`config.mk`:
```
export PLATFORM = sky130hd
export DESIGN_NAME = mdl_ram
export DESIGN_NICKNAME = d
export VERILOG_FILES = /design/src/rtl/multi_dfa_lexer_core_macros.svh /design/src/rtl/mdl_ram.sv
export SDC_FILE = /design/constraint.sdc
export NUM_CORES = 2
export LEC_CHECK = 0
export BUFFER_PORTS_ARGS = -buffer_cell sky130_fd_sc_hd__buf_2
export CAP_MARGIN = 20
export CORE_UTILIZATION = 50
export CTS_CLUSTER_DIAMETER = 200
export CTS_CLUSTER_SIZE = 40
export DETAILED_ROUTE_END_ITERATION = 10
export GPL_ROUTABILITY_DRIVEN = 0
export PLACE_DENSITY = 0.62
export SETUP_SLACK_MARGIN = 0.02
export SLEW_MARGIN = 20
export SYNTH_ARGS = -nofsm -noshare
export SYNTH_HDL_FRONTEND = slang
export SYNTH_SLANG_ARGS = --single-unit
```
`constraint.sdc`:
```
create_clock -name clk_i -period 3.9 [get_ports clk_i]
set_input_delay 0.78 -clock clk_i [delete_from_list [all_inputs] [get_ports clk_i]]
set_output_delay 0.78 -clock clk_i [all_outputs]
set_load 0.05 [all_outputs]
```
`src/rtl/multi_dfa_lexer_core_macros.svh`:
```
// assertion macros for the multi-pattern dfa lexer
// used by multi_dfa_lexer_core; needs clk_i and rst_ni in scope
`ifndef MULTI_DFA_LEXER_CORE_MACROS_SVH
`define MULTI_DFA_LEXER_CORE_MACROS_SVH

// clocked assertion, off during reset
`define MDL_ASSERT(lbl, prop, msg) \
  lbl: assert property (@(posedge clk_i) disable iff (!rst_ni) (prop)) else $error(msg);

// clocked assertion that also holds during reset
`define MDL_ASSERT_ALWAYS(lbl, prop, msg) \
  lbl: assert property (@(posedge clk_i) (prop)) else $error(msg);

`endif

```
`src/rtl/mdl_ram.sv`:
```
// generic single-write, single-read ram with registered read data
// no dependencies
`timescale 1ns / 1ps

module mdl_ram #(
  parameter int WIDTH = 8,
  parameter int DEPTH = 256
) (
  input  logic                     clk_i,
  input  logic                     we_i,
  input  logic [$clog2(DEPTH)-1:0] waddr_i,
  input  logic [WIDTH-1:0]         wdata_i,
  input  logic                     re_i,
  input  logic [$clog2(DEPTH)-1:0] raddr_i,
  output logic [WIDTH-1:0]         rdata_o
);

  logic [WIDTH-1:0] mem_q [DEPTH];
  logic [WIDTH-1:0] rdata_q;

  always_ff @(posedge clk_i) begin
    if (we_i) begin
      mem_q[waddr_i] <= wdata_i;
    end
    if (re_i) begin
      rdata_q <= mem_q[raddr_i];
    end
  end

  assign rdata_o = rdata_q;

endmodule
```
==> flow_metrics.py <==
metrics = {
    "setup_path": {
        "r2r_cells": 7,
        "startpoint": "raddr_i[0]",
        "end_kind": "flop",
        "critPathBufInv": 5,
        "path_max_fanout": 17,
        "crit_family": "buffers and inverters",
        "start_kind": "primary input",
        "crit_chain": "buf_8 > buf_12 > buf_12 > buf_4 > mux4_2 > a22oi_1 > a21oi_1 > nor4_1 > buf_4 > nor4_1",
        "crit_path_top_delay_cell": "nor4_1",
        "path_class": "in -> reg",
        "worstPathRequired_ns": 4.41,
        "r2r_start": "mem_q[129][0]",
        "arrival_ns": 3.83,
        "cpPeakStageDelay_ns": 0.77,
        "crit_cells": 10,
    },
    "drt": {
        "ant_nets": 0,
        "dr.max_layer_used": "met5",
        "drtPass1Iterations": 6,
        "first_iter_violations": 4726,
        "route.vias.total": 38360,
        "detail_route.wl_per_cell_um": 31.84,
        "route.detailed.drc": 0,
        "met3_length_mm": 14.62,
        "viasPerCell": 6.296,
        "wl_mm": 194.0,
        "wl_met2_mm": 93.48,
        "wl_met1_mm": 80.97,
    },
    "cells_and_area": {
        "fill_cells": 11990,
        "most-common-layout-cells": "edfxtp_1, mux4_2, buf_4",
        "final_common_cell": "edfxtp_1",
        "syn2layout_area_growth_pct": 8.511,
        "postLayoutCellArea_sq_um": 86410,
        "drive_above_1_share_pct": 24.78,
        "final_nets": 4041,
    },
    "cts": {
        "cts-resized-gates": 0,
        "post-cts-setup-buffers": 0,
        "cts_buffer_depth": 3,
        "cts_made_buffers": 57,
        "clkTransAtPathRegs_ns": 0.14,
        "cts_tree": "built",
        "root_buffer": "clkbuf_16",
        "htreeDepth": 2,
        "clk_latency_ns": 0.78,
        "cts_hold_buf": 0,
        "cts_sinks": 2056,
    },
    "power_and_ir_drop": {
        "power.density_nw_per_um2": 411.1,
        "ir_drop_uv": 424.3,
        "p_leak_uw": 0.02655,
    },
    "die": {
        "dieHeight_um": 401.1,
        "design.core.area_sq_um": 158200,
        "fp-row-count": 146,
        "die_x_um": 401.1,
        "initial_core_util_pct": 50.34,
        "io_pins": 35,
        "dieArea_sq_um": 160900,
    },
    "logic_synthesis": {
        "synth.distinct_cells": 54,
        "ys_ff_latch": 2056,
        "yosysSeqAreaShare_pct": 77.53,
        "synth_top_area_share_pct": 77.53,
        "syn-num-nets": 3760,
        "synth.largest_area_cell": "edfxtp_1",
        "ys.flop_type": "edfxtp_1",
        "synth_warnings": 0,
        "syn_area_per_cell_sq_um": 21.33,
        "netlist_area_sq_um": 79640,
        "postSynthCellCount": 3733,
        "ys_async_sr_fraction_pct": 0,
        "synth-edff-count": 2056,
        "synth.area.top_cells": "edfxtp_1, mux4_2, mux2i_1",
    },
    "grt": {
        "first_global_vias": 38230,
        "grt_pass1_wl_mm": 279.0,
        "grt_max_degree": 136,
        "antenna_found_initial": 15,
        "grt_util_all_layers_pct": 24.06,
        "overflow": 0,
    },
    "placement": {
        "place_area_sq_um": 84910,
        "port_buffers": 34,
        "dp_hpwl_mm": 125.7,
        "place_ws_ns": -0.1295,
    },
    "sta": {
        "slew_headroom_pct": 20.85,
        "min_period_ns": 3.320,
        "setup_slack_ns": 0.5796,
        "skew_ns": 0.04173,
        "setup_tns_ns": 0,
        "setup_violations": 0,
        "rsz0062_at_grt": "false",
        "max_freq_ghz": 0.3012,
        "post-route-period-util_pct": 85.14,
        "hold_violations": 0,
        "tightest_slew_ns": 1.176,
        "drv_slew": 0,
    },
    "job": {
        "max-cap-violations": 0,
    },
    "status": {
        "outcome": "finished, final reports clean",
    },
    "hold_path": {
        "worstHoldStart": "re_i",
        "hp-class": "in -> reg",
        "holdPathStages": 1,
    },
}
layout make-up:
type                            instances  area (sq um)  share of cell area, %
Tap cell                             2072          2592                  3.000
Clock buffer                           57          1426                  1.651
Timing Repair Buffer                  455          4049                  4.685
Clock inverter                          4         67.56                0.07819
Multi-Input combinational cell       1442         16520                  19.12
Inverter                                2         7.507               0.008687
Antenna cell                            5         12.51                0.01448
Sequential cell                      2056         61740                  71.45
worst paths after layout:
path	to	slack (ns)
setup / recovery	rdata_o[7]	0.58
hold / removal	rdata_o[4]	0.46
setup reg to reg	rdata_o[0]	0.95
hold reg to reg	rdata_o[5]	1.19
layer usage:
metal / up-vias / global-route usage, %
met4: 10 / 5.740
met5: - / 0
li1: 16070 / -
met2: 1536 / 38.39
met3: 186 / 3.609
met1: 20560 / 35.31
cell families (layout without fill, tap and decap cells):
group	after synthesis	in the layout	share of synthesized area (%)
flip-flops	2056	2056	77.53
other	0	5	0
AND/OR/NAND/NOR	466	466	2.625
AO/OA/AOI/OAI	385	385	3.416
buffers and inverters	235	518	1.829
multiplexers	591	591	14.60
power breakdown:
| part | internal (uW) | leakage [uW] | switching (uW) |
|---|---|---|---|
| Clock | 2690 | 0.000733 | 6110 |
| Sequential | 24300 | 0.0185 | 33.6 |
| Combinational | 862 | 0.00733 | 1490 |
synth_stat cells, types with 10 or more instances:
| cell | number |
|---|---|
| a221oi_1 | 13 |
| o211ai_1 | 10 |
| buf_6 | 21 |
| nor3_1 | 22 |
| nand3_1 | 34 |
| nor4_1 | 24 |
| a22oi_1 | 133 |
| nand4_1 | 10 |
| a211oi_1 | 16 |
| buf_8 | 13 |
| buf_2 | 31 |
| clkbuf_1 | 111 |
| o21ai_0 | 10 |
| a21oi_1 | 96 |
| buf_1 | 22 |
| nand2_1 | 33 |
| o22ai_1 | 28 |
| nor2b_1 | 31 |
| buf_4 | 27 |
| mux4_2 | 454 |
| o221ai_1 | 46 |
| edfxtp_1 | 2056 |
| mux2i_1 | 134 |
| nor2_1 | 282 |
sequential cells by signal, indices dropped and copies added, names as in the netlist:
name and cells:
mem_q 2048, rdata_o 8
worst register-to-register path, stage by stage (launching register included):
cell and delay [ns]:
edfxtp_1 0.42, mux4_2 0.50, mux4_2 0.49, nor2_1 0.16
a2111oi_0 0.09, nor3_1 0.79, buf_4 0.26, nor4_2 0.05
metrics by stage:
stage / std cells / util [%] / power (uW) / hold WS, ns
2_1_floorplan: 3733 / - / 26070 / 0.8642
3_3_place_gp: 6026 / 53.66 / 27210 / 1.142
3_5_place_dp: 6027 / 53.67 / 27240 / 1.143
4_1_cts: 6088 / 54.62 / 35680 / 0.4079
5_1_grt: 6091 / 54.62 / 36360 / 0.4230
6_report: 6093 / 54.62 / 35520 / 0.4569
No activity file was read; power rests on OpenSTA's default activity.
